## src/rtl/shadow_light_slot_table_defines.svh

```systemverilog
// Assertion macros for the shadow light slot table.
`ifndef SHADOW_LIGHT_SLOT_TABLE_DEFINES_SVH
`define SHADOW_LIGHT_SLOT_TABLE_DEFINES_SVH

`ifndef SYNTHESIS
`define SLT_ASSERT_IMP(lbl, clk, rst_n, ante, cons) \
	lbl: assert property (@(posedge clk) disable iff (!(rst_n)) (ante) |-> (cons)) \
		else $error("slot table check failed");
`define SLT_ASSERT_NXT(lbl, clk, rst_n, ante, cons) \
	lbl: assert property (@(posedge clk) disable iff (!(rst_n)) (ante) |=> (cons)) \
		else $error("slot table check failed");
`else
`define SLT_ASSERT_IMP(lbl, clk, rst_n, ante, cons)
`define SLT_ASSERT_NXT(lbl, clk, rst_n, ante, cons)
`endif

`endif

```

## src/rtl/slt_pkg.sv

```systemverilog
// Types and constants shared by the shadow light slot table.
package slt_pkg;

	localparam int SHADOW_SLOTS = 8;
	localparam int DIST_W = 32;

	localparam logic [1:0] OUT_UPDATED  = 2'd0;
	localparam logic [1:0] OUT_FREE     = 2'd1;
	localparam logic [1:0] OUT_REPLACED = 2'd2;
	localparam logic [1:0] OUT_NONE     = 2'd3;

	typedef struct packed {
		logic [15:0]        light_key;
		logic signed [15:0] pos_x;
		logic signed [15:0] pos_y;
		logic signed [15:0] pos_z;
		logic               light_kind;
		logic [15:0]        light_radius;
	} light_t;

	typedef struct packed {
		logic [1:0] outcome;
		logic [2:0] slot_index;
	} result_t;

	typedef struct packed {
		logic              vld;
		logic              hit;
		logic              free;
		logic              pick;
		logic [15:0]       key;
		logic [DIST_W-1:0] best;
	} scan_t;

	typedef struct packed {
		logic              en;
		light_t            light;
		logic [DIST_W-1:0] dist_sq;
	} slot_wr_t;

endpackage

```

## src/rtl/slt_cell.sv

```systemverilog
// One slot of the table: holds a light and updates the passing scan record.
module slt_cell #(
	parameter int IDX_W = 3,
	parameter int IDX   = 0
) (
	input  logic                   clk,
	input  logic                   arst_n,
	input  slt_pkg::scan_t         scan_in,
	input  logic [IDX_W-1:0]       hit_idx_in,
	input  logic [IDX_W-1:0]       free_idx_in,
	input  logic [IDX_W-1:0]       pick_idx_in,
	output slt_pkg::scan_t         scan_out,
	output logic [IDX_W-1:0]       hit_idx_out,
	output logic [IDX_W-1:0]       free_idx_out,
	output logic [IDX_W-1:0]       pick_idx_out,
	input  slt_pkg::slot_wr_t      wr,
	input  logic [IDX_W-1:0]       wr_idx,
	output logic                   slot_valid
);

	logic                      valid_q;
	slt_pkg::light_t           light_q;
	logic [slt_pkg::DIST_W-1:0] dist_q;
	slt_pkg::scan_t            scan_d;
	slt_pkg::scan_t            scan_q;
	logic [IDX_W-1:0]          hit_idx_d, free_idx_d, pick_idx_d;
	logic [IDX_W-1:0]          hit_idx_q, free_idx_q, pick_idx_q;
	logic                      wr_hit;

	assign wr_hit = wr.en && (wr_idx == IDX_W'(IDX));

	always_comb begin
		scan_d = scan_in;
		hit_idx_d = hit_idx_in;
		free_idx_d = free_idx_in;
		pick_idx_d = pick_idx_in;
		if (scan_in.vld) begin
			if (valid_q && (light_q.light_key == scan_in.key) && !scan_in.hit) begin
				scan_d.hit = 1'b1;
				hit_idx_d = IDX_W'(IDX);
			end
			if (!valid_q && !scan_in.free) begin
				scan_d.free = 1'b1;
				free_idx_d = IDX_W'(IDX);
			end
			if (valid_q && (dist_q >= scan_in.best)) begin
				scan_d.best = dist_q;
				scan_d.pick = 1'b1;
				pick_idx_d = IDX_W'(IDX);
			end
		end
	end

	always_ff @(posedge clk or negedge arst_n) begin
		if (!arst_n) begin
			valid_q <= 1'b0;
			scan_q <= '0;
		end else begin
			scan_q <= scan_d;
			if (wr_hit) begin
				valid_q <= 1'b1;
			end
		end
	end

	always_ff @(posedge clk) begin
		hit_idx_q <= hit_idx_d;
		free_idx_q <= free_idx_d;
		pick_idx_q <= pick_idx_d;
		if (wr_hit) begin
			light_q <= wr.light;
			dist_q <= wr.dist_sq;
		end
	end

	assign scan_out = scan_q;
	assign hit_idx_out = hit_idx_q;
	assign free_idx_out = free_idx_q;
	assign pick_idx_out = pick_idx_q;
	assign slot_valid = valid_q;

endmodule

```

## src/rtl/shadow_light_slot_table.sv

```systemverilog
// Shadow light slot table: squared-distance unit, slot chain and writeback control.
// The result is registered after the squared-distance steps, the slot chain walk and the outcome decode.
// A new light is taken only after the previous result has been issued; a scan record walks the slot chain.
// Squared distance uses one 16x16 multiplier, one axis at a time, before the scan starts.
// Reset: arst_n clears all slot valid bits, the sequencer and the result valid flag.
`include "shadow_light_slot_table_defines.svh"
module shadow_light_slot_table #(
	parameter int SHADOW_SLOTS = slt_pkg::SHADOW_SLOTS
) (
	input  logic              clk,
	input  logic              arst_n,
	input  logic              light_valid,
	output logic              light_ready,
	input  slt_pkg::light_t   light,
	output logic              result_valid,
	input  logic              result_ready,
	output slt_pkg::result_t  result
);

	localparam int IDX_W = (SHADOW_SLOTS > 1) ? $clog2(SHADOW_SLOTS) : 1;

	localparam logic [2:0] ST_IDLE   = 3'd0;
	localparam logic [2:0] ST_SQ     = 3'd1;
	localparam logic [2:0] ST_LAUNCH = 3'd2;
	localparam logic [2:0] ST_WAIT   = 3'd3;
	localparam logic [2:0] ST_DONE   = 3'd4;

	logic [2:0]                 state_q;
	logic [1:0]                 cnt_q;
	slt_pkg::light_t            item_q;
	logic [15:0]                axis;
	logic [15:0]                mag;
	logic [slt_pkg::DIST_W-1:0] prod_q;
	logic [slt_pkg::DIST_W-1:0] acc_q;

	slt_pkg::scan_t             chain [SHADOW_SLOTS+1];
	logic [IDX_W-1:0]           hit_idx [SHADOW_SLOTS+1];
	logic [IDX_W-1:0]           free_idx [SHADOW_SLOTS+1];
	logic [IDX_W-1:0]           pick_idx [SHADOW_SLOTS+1];
	logic [SHADOW_SLOTS-1:0]    tok_vec;
	logic [SHADOW_SLOTS-1:0]    valid_vec;

	logic [1:0]                 dec_outcome_d, dec_outcome_q;
	logic [IDX_W-1:0]           dec_idx_d, dec_idx_q;
	logic                       dec_wr_q;
	logic [IDX_W+2:0]           idx_ext;
	logic                       done_go;
	slt_pkg::slot_wr_t          wr;
	logic                       result_valid_q;
	slt_pkg::result_t           result_q;
	slt_pkg::scan_t             tail;

	assign light_ready = (state_q == ST_IDLE);
	assign done_go = (state_q == ST_DONE) && (!result_valid_q || result_ready);

	always_comb begin
		case (cnt_q)
			2'd0: axis = item_q.pos_x;
			2'd1: axis = item_q.pos_y;
			default: axis = item_q.pos_z;
		endcase
		mag = axis[15] ? (~axis + 16'd1) : axis;
	end

	assign chain[0] = '{vld: (state_q == ST_LAUNCH), hit: 1'b0, free: 1'b0, pick: 1'b0,
		key: item_q.light_key, best: acc_q};
	assign hit_idx[0] = '0;
	assign free_idx[0] = '0;
	assign pick_idx[0] = '0;

	for (genvar i = 0; i < SHADOW_SLOTS; i++) begin : g_cell
		slt_cell #(
			.IDX_W(IDX_W),
			.IDX  (i)
		) u_cell (
			.clk         (clk),
			.arst_n      (arst_n),
			.scan_in     (chain[i]),
			.hit_idx_in  (hit_idx[i]),
			.free_idx_in (free_idx[i]),
			.pick_idx_in (pick_idx[i]),
			.scan_out    (chain[i+1]),
			.hit_idx_out (hit_idx[i+1]),
			.free_idx_out(free_idx[i+1]),
			.pick_idx_out(pick_idx[i+1]),
			.wr          (wr),
			.wr_idx      (dec_idx_q),
			.slot_valid  (valid_vec[i])
		);
		assign tok_vec[i] = chain[i+1].vld;
	end

	assign tail = chain[SHADOW_SLOTS];

	always_comb begin
		if (tail.hit) begin
			dec_outcome_d = slt_pkg::OUT_UPDATED;
			dec_idx_d = hit_idx[SHADOW_SLOTS];
		end else if (tail.free) begin
			dec_outcome_d = slt_pkg::OUT_FREE;
			dec_idx_d = free_idx[SHADOW_SLOTS];
		end else if (tail.pick) begin
			dec_outcome_d = slt_pkg::OUT_REPLACED;
			dec_idx_d = pick_idx[SHADOW_SLOTS];
		end else begin
			dec_outcome_d = slt_pkg::OUT_NONE;
			dec_idx_d = '0;
		end
	end

	assign wr = '{en: done_go && dec_wr_q, light: item_q, dist_sq: acc_q};
	assign idx_ext = {3'b000, dec_idx_q};

	always_ff @(posedge clk or negedge arst_n) begin
		if (!arst_n) begin
			state_q <= ST_IDLE;
			cnt_q <= '0;
			dec_wr_q <= 1'b0;
			result_valid_q <= 1'b0;
		end else begin
			case (state_q)
				ST_IDLE: begin
					if (light_valid) begin
						cnt_q <= '0;
						state_q <= ST_SQ;
					end
				end
				ST_SQ: begin
					cnt_q <= cnt_q + 2'd1;
					if (cnt_q == 2'd3) begin
						state_q <= ST_LAUNCH;
					end
				end
				ST_LAUNCH: begin
					state_q <= ST_WAIT;
				end
				ST_WAIT: begin
					if (tail.vld) begin
						dec_wr_q <= (dec_outcome_d != slt_pkg::OUT_NONE);
						state_q <= ST_DONE;
					end
				end
				ST_DONE: begin
					if (done_go) begin
						state_q <= ST_IDLE;
					end
				end
				default: begin
					state_q <= ST_IDLE;
				end
			endcase
			if (done_go) begin
				result_valid_q <= 1'b1;
			end else if (result_ready) begin
				result_valid_q <= 1'b0;
			end
		end
	end

	always_ff @(posedge clk) begin
		if (light_valid && light_ready) begin
			item_q <= light;
			acc_q <= '0;
		end else if (state_q == ST_SQ) begin
			prod_q <= 32'(mag) * 32'(mag);
			if (cnt_q != 2'd0) begin
				acc_q <= acc_q + prod_q;
			end
		end
		if ((state_q == ST_WAIT) && tail.vld) begin
			dec_outcome_q <= dec_outcome_d;
			dec_idx_q <= dec_idx_d;
		end
		if (done_go) begin
			result_q.outcome <= dec_outcome_q;
			result_q.slot_index <= idx_ext[2:0];
		end
	end

	assign result_valid = result_valid_q;
	assign result = result_q;

	`SLT_ASSERT_IMP(a_idle_chain_empty, clk, arst_n, state_q == ST_IDLE, tok_vec == '0)
	`SLT_ASSERT_IMP(a_one_scan, clk, arst_n, 1'b1, $onehot0(tok_vec))
	`SLT_ASSERT_NXT(a_write_sets_valid, clk, arst_n, wr.en, valid_vec[dec_idx_q])
	`SLT_ASSERT_IMP(a_none_index_zero, clk, arst_n,
		result_valid && (result.outcome == slt_pkg::OUT_NONE), result.slot_index == 3'd0)

endmodule
```

## config.mk

```make
export PLATFORM = sky130hd
export DESIGN_NAME = shadow_light_slot_table
export DESIGN_NICKNAME = d
export VERILOG_FILES = /design/src/rtl/slt_pkg.sv /design/src/rtl/slt_cell.sv /design/src/rtl/shadow_light_slot_table.sv
export VERILOG_INCLUDE_DIRS = /design/src /design/src/rtl
export SDC_FILE = /design/constraint.sdc
export NUM_CORES = 2
export LEC_CHECK = 0
export BUFFER_PORTS_ARGS = -buffer_cell sky130_fd_sc_hd__clkbuf_2
export CORE_MARGIN = 2
export CORE_UTILIZATION = 35
export CTS_BUF_LIST = sky130_fd_sc_hd__clkbuf_4
export DETAILED_ROUTE_END_ITERATION = 8
export PLACE_DENSITY_LB_ADDON = 0.2
export SYNTH_ARGS = -nofsm -noshare
export SYNTH_HDL_FRONTEND = slang
export SYNTH_SLANG_ARGS = --single-unit
```

## constraint.sdc

```tcl
create_clock -name clk -period 9.2 [get_ports clk]
set_clock_uncertainty 0.05 [all_clocks]
set_input_delay 1.84 -clock clk [delete_from_list [all_inputs] [get_ports clk]]
set_output_delay 1.84 -clock clk [all_outputs]
set_load 0.05 [all_outputs]
```

# --- Word-level counts from Yosys, hierarchy flattened ---
# Cells that the tools add are included.
op_classes:
  n_addsub: 3
  multipliers: 1
  magnitude_cmp: 8
  n_eq_ne: 26
  muxes: 102
  bitwise_logic: 2
  n_reduce_logical: 76
ops:
  columns: ["op", "count"]
  rows:
  - ["2-to-1 mux 32 bit", 14]
  - ["greater-or-equal comparator 32 bit", 8]
  - ["2-to-1 mux 3 bit", 51]
  - ["equality test 16 bit", 8]
  - ["logical AND 1 bit", 42]
  - ["adder 32 bit", 1]
  - ["multiplier 16 x 16 -> 32 bit", 1]
  - ["one-hot mux 16 bit (2 select lines)", 1]
  - ["2-to-1 mux 1 bit", 30]
  - ["logical NOT 1 bit", 22]
  - ["adder 16 x 1 -> 16 bit (second input constant)", 1]
  - ["2-to-1 mux 16 bit", 1]
  - ["inverter 16 bit", 1]
  - ["equality test 3 bit (second input constant)", 5]
  - ["one-hot mux 3 bit (5 select lines)", 1]
  - ["equality test 3 x 2 -> 1 bit (second input constant)", 4]
  - ["!= test 2 bit (second input constant)", 4]
  - ["AND reduction 2 bit", 4]
  - ["equality test 3 x 1 -> 1 bit (second input constant)", 2]
  - ["logical NOT 3 bit", 2]
  - ["2-to-1 mux 2 bit", 3]
  - ["nonzero test 2 bit", 3]
  - ["one-hot mux 2 bit (2 select lines)", 1]
  - ["AND reduction 4 bit", 1]
  - ["7 further kinds", 7]
word_totals:
  ff_bits: 968
  inputBits: 85
  out_inout_bits: 7
  word_cells: 323

# --- Longest topological paths before layout ---
logic_depth:
  depth_word: 6
  mapped_depth: 36
  depth_no_buf: 33

# --- Cells and area by module ---
# A second synthesis with hierarchy kept.
unflattened:
  cells_unflattened: 3789
  area_unflattened_um2: 50061.8
by_module_without_submodules:
  columns: ["module", "instances", "cells_per_inst", "area_per_inst_um2"]
  rows:
  - ["shadow_light_slot_table", 1, 1387, 14221.1]
  - ["slt_cell at g_cell[3].u_cell ...", 3, 300, 4541.9]
  - ["slt_cell at g_cell[2].u_cell", 1, 300, 4459.3]
  - ["slt_cell at g_cell[4].u_cell", 1, 301, 4458.0]
  - ["slt_cell at g_cell[7].u_cell", 1, 300, 4451.8]
  - ["slt_cell at g_cell[0].u_cell", 1, 300, 4423.0]
  - ["slt_cell at g_cell[1].u_cell", 1, 301, 4423.0]

# --- Worst setup path after synthesis ---
# Ideal clock, no wire load.
synth_timing:
  kind: "reg-to-reg"
  from: "reg cnt_q[0]"
  to: "reg prod_q[31] in the netlist's numbering (data pin)"
  setup_time_ns: 0.266
  arrival_time_ns: 7.875
  required_time_ns: 8.884
  path_slack_ns: 1.009
  path_stages_with_launch: 34
  synth_period_minus_slack_ns: 8.191
  cell_sequence: "dfrtp_1 > inv_1 > ha_1 > buf_6 > a22o_2 > a21o_4 > inv_2 > clkbuf_1 > ha_1 > and3_2 > buf_2 > a21oi_1 > xor2_1 > clkinv_1 > nand2_1 > fa_1 > inv_1 > fa_1 > fa_1 > fa_1 > fa_1 > inv_1 > fa_1 > inv_1 > ha_1 > clkbuf_1 > and4_1 > and2_1 > a211o_1 > a31oi_1 > nand3_1 > a41oi_1 > nor3_1 > xor2_1"
synth_between:
  elab_chain_cells: 6
  elab_cells_between_ends: 7
synth_lines:
  columns: ["element", "line", "source"]
  rows:
  - ["start: declaration", "shadow_light_slot_table.sv:29", "logic [1:0] cnt_q;"]
  - ["start signal: assignment", "shadow_light_slot_table.sv:129", "cnt_q <= cnt_q + 2'd1;"]
  - ["equality test 2 x 1 -> 1 bit / logical NOT 2 bit (equally long branches)", "shadow_light_slot_table.sv:57", "case (cnt_q)"]
  - ["one-hot mux 16 bit (2 select lines) *", "shadow_light_slot_table.sv:57", null]
  - ["net axis[0]", "shadow_light_slot_table.sv:31", "logic [15:0] axis;"]
  - ["inverter 16 bit", "shadow_light_slot_table.sv:62", "mag = axis[15] ? (~axis + 16'd1) : axis;"]
  - ["adder 16 x 1 -> 16 bit", "shadow_light_slot_table.sv:62", null]
  - ["2-to-1 mux 16 bit *", "shadow_light_slot_table.sv:62", null]
  - ["multiplier 16 x 16 -> 32 bit *", "shadow_light_slot_table.sv:165", "prod_q <= 32'(mag) * 32'(mag);"]
  - ["end signal: assignment", "shadow_light_slot_table.sv:165", null]
  - ["end: declaration", "shadow_light_slot_table.sv:33", "logic [slt_pkg::DIST_W-1:0] prod_q;"]
# The timed path passes the listed nets; every way through them passes the cells marked *.
# A chain may end at the register's enable or synchronous reset.

# --- Worst setup path after layout ---
# Ends and elaborated chain as after synthesis.

==> flow_metrics.py <==
metrics = {
    "status": {
        "status": "finished, final reports clean",
    },
    "synth": {
        "synth_top_area_cell": "edfxtp_1",
        "netlist.area_leader.share": 0.306,
        "synth_mux_area_frac": 0.0381,
        "synth_warnings": 0,
        "syn_inst": 3844,
        "synth_flop_cell": "edfxtp_1",
        "synth_xor_area_frac": 0.0369,
        "synth_top_family_by_area": "adder cells",
        "synth-compound-area-share": 0.0831,
        "yosys.area_share.simple": 0.0822,
        "synthArstFlopShare": 0.401,
        "synth.top_cells.by_area": "edfxtp_1, dfrtp_1, ha_1",
        "synth_edf_count": 489,
        "seq_area_frac_synth": 0.541,
        "yosys.area_share.adder": 0.169,
        "synthesis.area_sq_um": 47900,
        "syn_area_per_cell_sq_um": 12.5,
        "ys_ff_latch": 955,
        "ys_types": 94,
    },
    "timing": {
        "max_freq_mhz": 117,
        "slew_headroom": 0.215,
        "drv_slew": 0,
        "fin_crit_sh": 0.931,
        "setup_tns_ns": 0,
        "worst_slew_pin_slew_ns": 1.17,
        "finalSetupViolations": 0,
        "period_minus_slack_ns": 8.57,
        "hold_viol_final": 0,
        "rsz0062_at_grt": "false",
    },
    "worst_setup_path": {
        "slowest_delay_ns": 0.55,
        "worstSetupPathType": "reg2reg",
        "ff2ff_setup_slack_ns": 0.63,
        "crit_path_max_fanout": 17,
        "required_ns": 10.01,
        "slowest_stage": "fa_1",
        "endpoint_kind": "flop",
        "worstPathArrival_ns": 9.38,
        "r2r_start": "cnt_q[0]$_DFFE_PN0P_",
        "crit_top_cell": "fa_1",
        "crit_path_start_kind": "flop",
        "startpoint": "cnt_q[0]$_DFFE_PN0P_",
    },
    "drt": {
        "wire_per_inst_um": 16.2,
        "ant_nets": 0,
        "drt_iter0_drc": 1422,
        "post_drt_via_cell_ratio": 4.67,
        "vias": 28500,
        "firstDrtPassIters": 5,
        "drc": 0,
        "totalWireLength_um": 98600,
    },
    "placed_design": {
        "port_buffers": 74,
        "hpwl_um": 72100,
        "place_congestion": 0.800,
        "place_inst": 5646,
    },
    "final_layout": {
        "area_growth_pct": 12.4,
        "layout_commonest_cell": "inv_1",
        "final_cell_count_no_fill": 6102,
        "multi_input_area_sq_um": 19800,
        "drive_gt1_frac": 0.184,
        "regArea_sq_um": 25900,
        "final_nets": 4742,
        "fillers": 13000,
        "final_cell_mix": "inv_1, edfxtp_1, ha_1",
    },
    "hold_path": {
        "worstHoldStart": "g_cell[5].u_cell.free_idx_out[1]$_DFF_P_",
        "hold_path.class": "reg2reg",
    },
    "floorplanning": {
        "start_util": 0.353,
        "coreArea_sq_um": 136000,
        "die_y_um": 374,
        "fp-row-count": 135,
        "die_area_sq_um": 140000,
        "die_w_um": 374,
        "io_pins": 92,
    },
    "global_route": {
        "track_usage": 0.146,
        "antenna_found_initial": 2,
        "grt_pass1_vias": 30400,
        "grt_max_degree": 149,
        "grt-ovfl-total": 0,
        "grt_pass1_wl_um": 162000,
    },
    "clock_tree": {
        "clk_latency_ns": 1.17,
        "cts_made_buffers": 233,
        "clkSinkCount": 955,
        "cts_buffer_depth": 3,
        "clk_pin_slew_ns": 0.07,
        "cts_root_buf": "clkbuf_4",
        "cts_tree": "yes",
        "cts_max_level": 4,
    },
    "run": {
        "cap_viol_max_count": 0,
    },
}
synth_stat cells (all sizes together) (29+ instances only):
library cell,instances
inv,506
edfxtp,489
ha,387
dfrtp,383
nand2,247
fa,163
mux2,162
nor2,159
a21oi,148
a21o,116
xor2,113
o21ai,108
xnor2,84
dfxtp,83
clkbuf,73
nand4,67
nand3,59
nor4,57
nor3,41
or2,41
nand2b,34
a311o,33
nor2b,31
o311ai,31
buf,29
worst paths after layout:
kind	end	depth (start not counted)
hold reg to reg	g_cell[6].u_cell.free_idx_out[1]$_DFF_P_	1
min in group asynchronous	g_cell[6].u_cell.scan_out[5]$_DFF_PN0_	1
max in group asynchronous	g_cell[6].u_cell.scan_out[17]$_DFF_PN0_	2
setup / recovery	prod_q[31]$_DFFE_PP_	29
hold / removal	g_cell[6].u_cell.free_idx_out[1]$_DFF_P_	1
setup reg to reg	prod_q[31]$_DFFE_PP_	29
flip-flops by register name, summed over array words and instances, names as in the netlist:
| name | cells |
|---|---|
| g_cell.u_cell.light_q | 128 |
| cnt_q | 2 |
| result_valid | 1 |
| acc_q | 32 |
| g_cell.u_cell.free_idx_out | 17 |
| g_cell.u_cell.dist_q | 256 |
| g_cell.u_cell.hit_idx_out | 17 |
| dec_wr_q | 1 |
| prod_q | 31 |
| dec_idx_q | 3 |
| state_q | 3 |
| g_cell.u_cell.slot_valid | 8 |
| g_cell.u_cell.scan_out | 368 |
| dec_outcome_q | 2 |
| result | 5 |
| item_q | 48 |
| g_cell.u_cell.pick_idx_out | 17 |
| chain | 16 |
cells by family after synthesis:
group | Yosys count
xor gates and xnor gates | 197
muxes | 162
other | 2
DFF | 955
buffers and inverters | 609
adders and majority gates | 550
AOI/OAI and AO/OA | 577
and+or+nand+nor | 792
what timing repair did:
| item | in CTS | in global routing |
|---|---|---|
| hold buffers | 0 | 0 |
| gates resized for setup | 0 | 3 |
| endpoints found under the setup margin | 0 | 2 |
| buffers inserted | 0 | 7 |
metal layers:
metal,global-route usage,routed length [um]
met1,0.188,45200
met2,0.244,48000
met3,0.0296,3100
met4,0.0496,2310
met5,0,0
worst max-delay path, delay by kind of cell, from the launching register on:
family / cells / cell delay, ns
simple gates: 7 / 1.33
flops: 1 / 0.43
compound gates: 6 / 1.46
xor+xnor: 2 / 0.36
fa+ha+maj: 8 / 3.93
buf+inv: 6 / 0.74
layout make-up:
class                   count  area share
well taps                1781      0.0413
flip-flops and latches    955       0.481
clock buffers             376      0.0524
diodes                     10    0.000464
repair buffers            121      0.0141
clock inverters            63     0.00745
inverters                 507      0.0354
multi-input cells        2289       0.368
stage by stage:
stage               hold slack, ns  worst slack (ns)  utilization  instance area, sq um
CTS                          0.334             0.451        0.397                 53800
global placement             0.324             0.540        0.373                 50600
finish                       0.332             0.634        0.397                 53900
detailed placement           0.329             0.471        0.373                 50600
global route                 0.346           0.00467        0.397                 53900
floorplan                    0.322              1.01            -                 48000
Power is not shown: default switching activity piles up to over one toggle a cycle in this logic, so the estimate is an artifact.
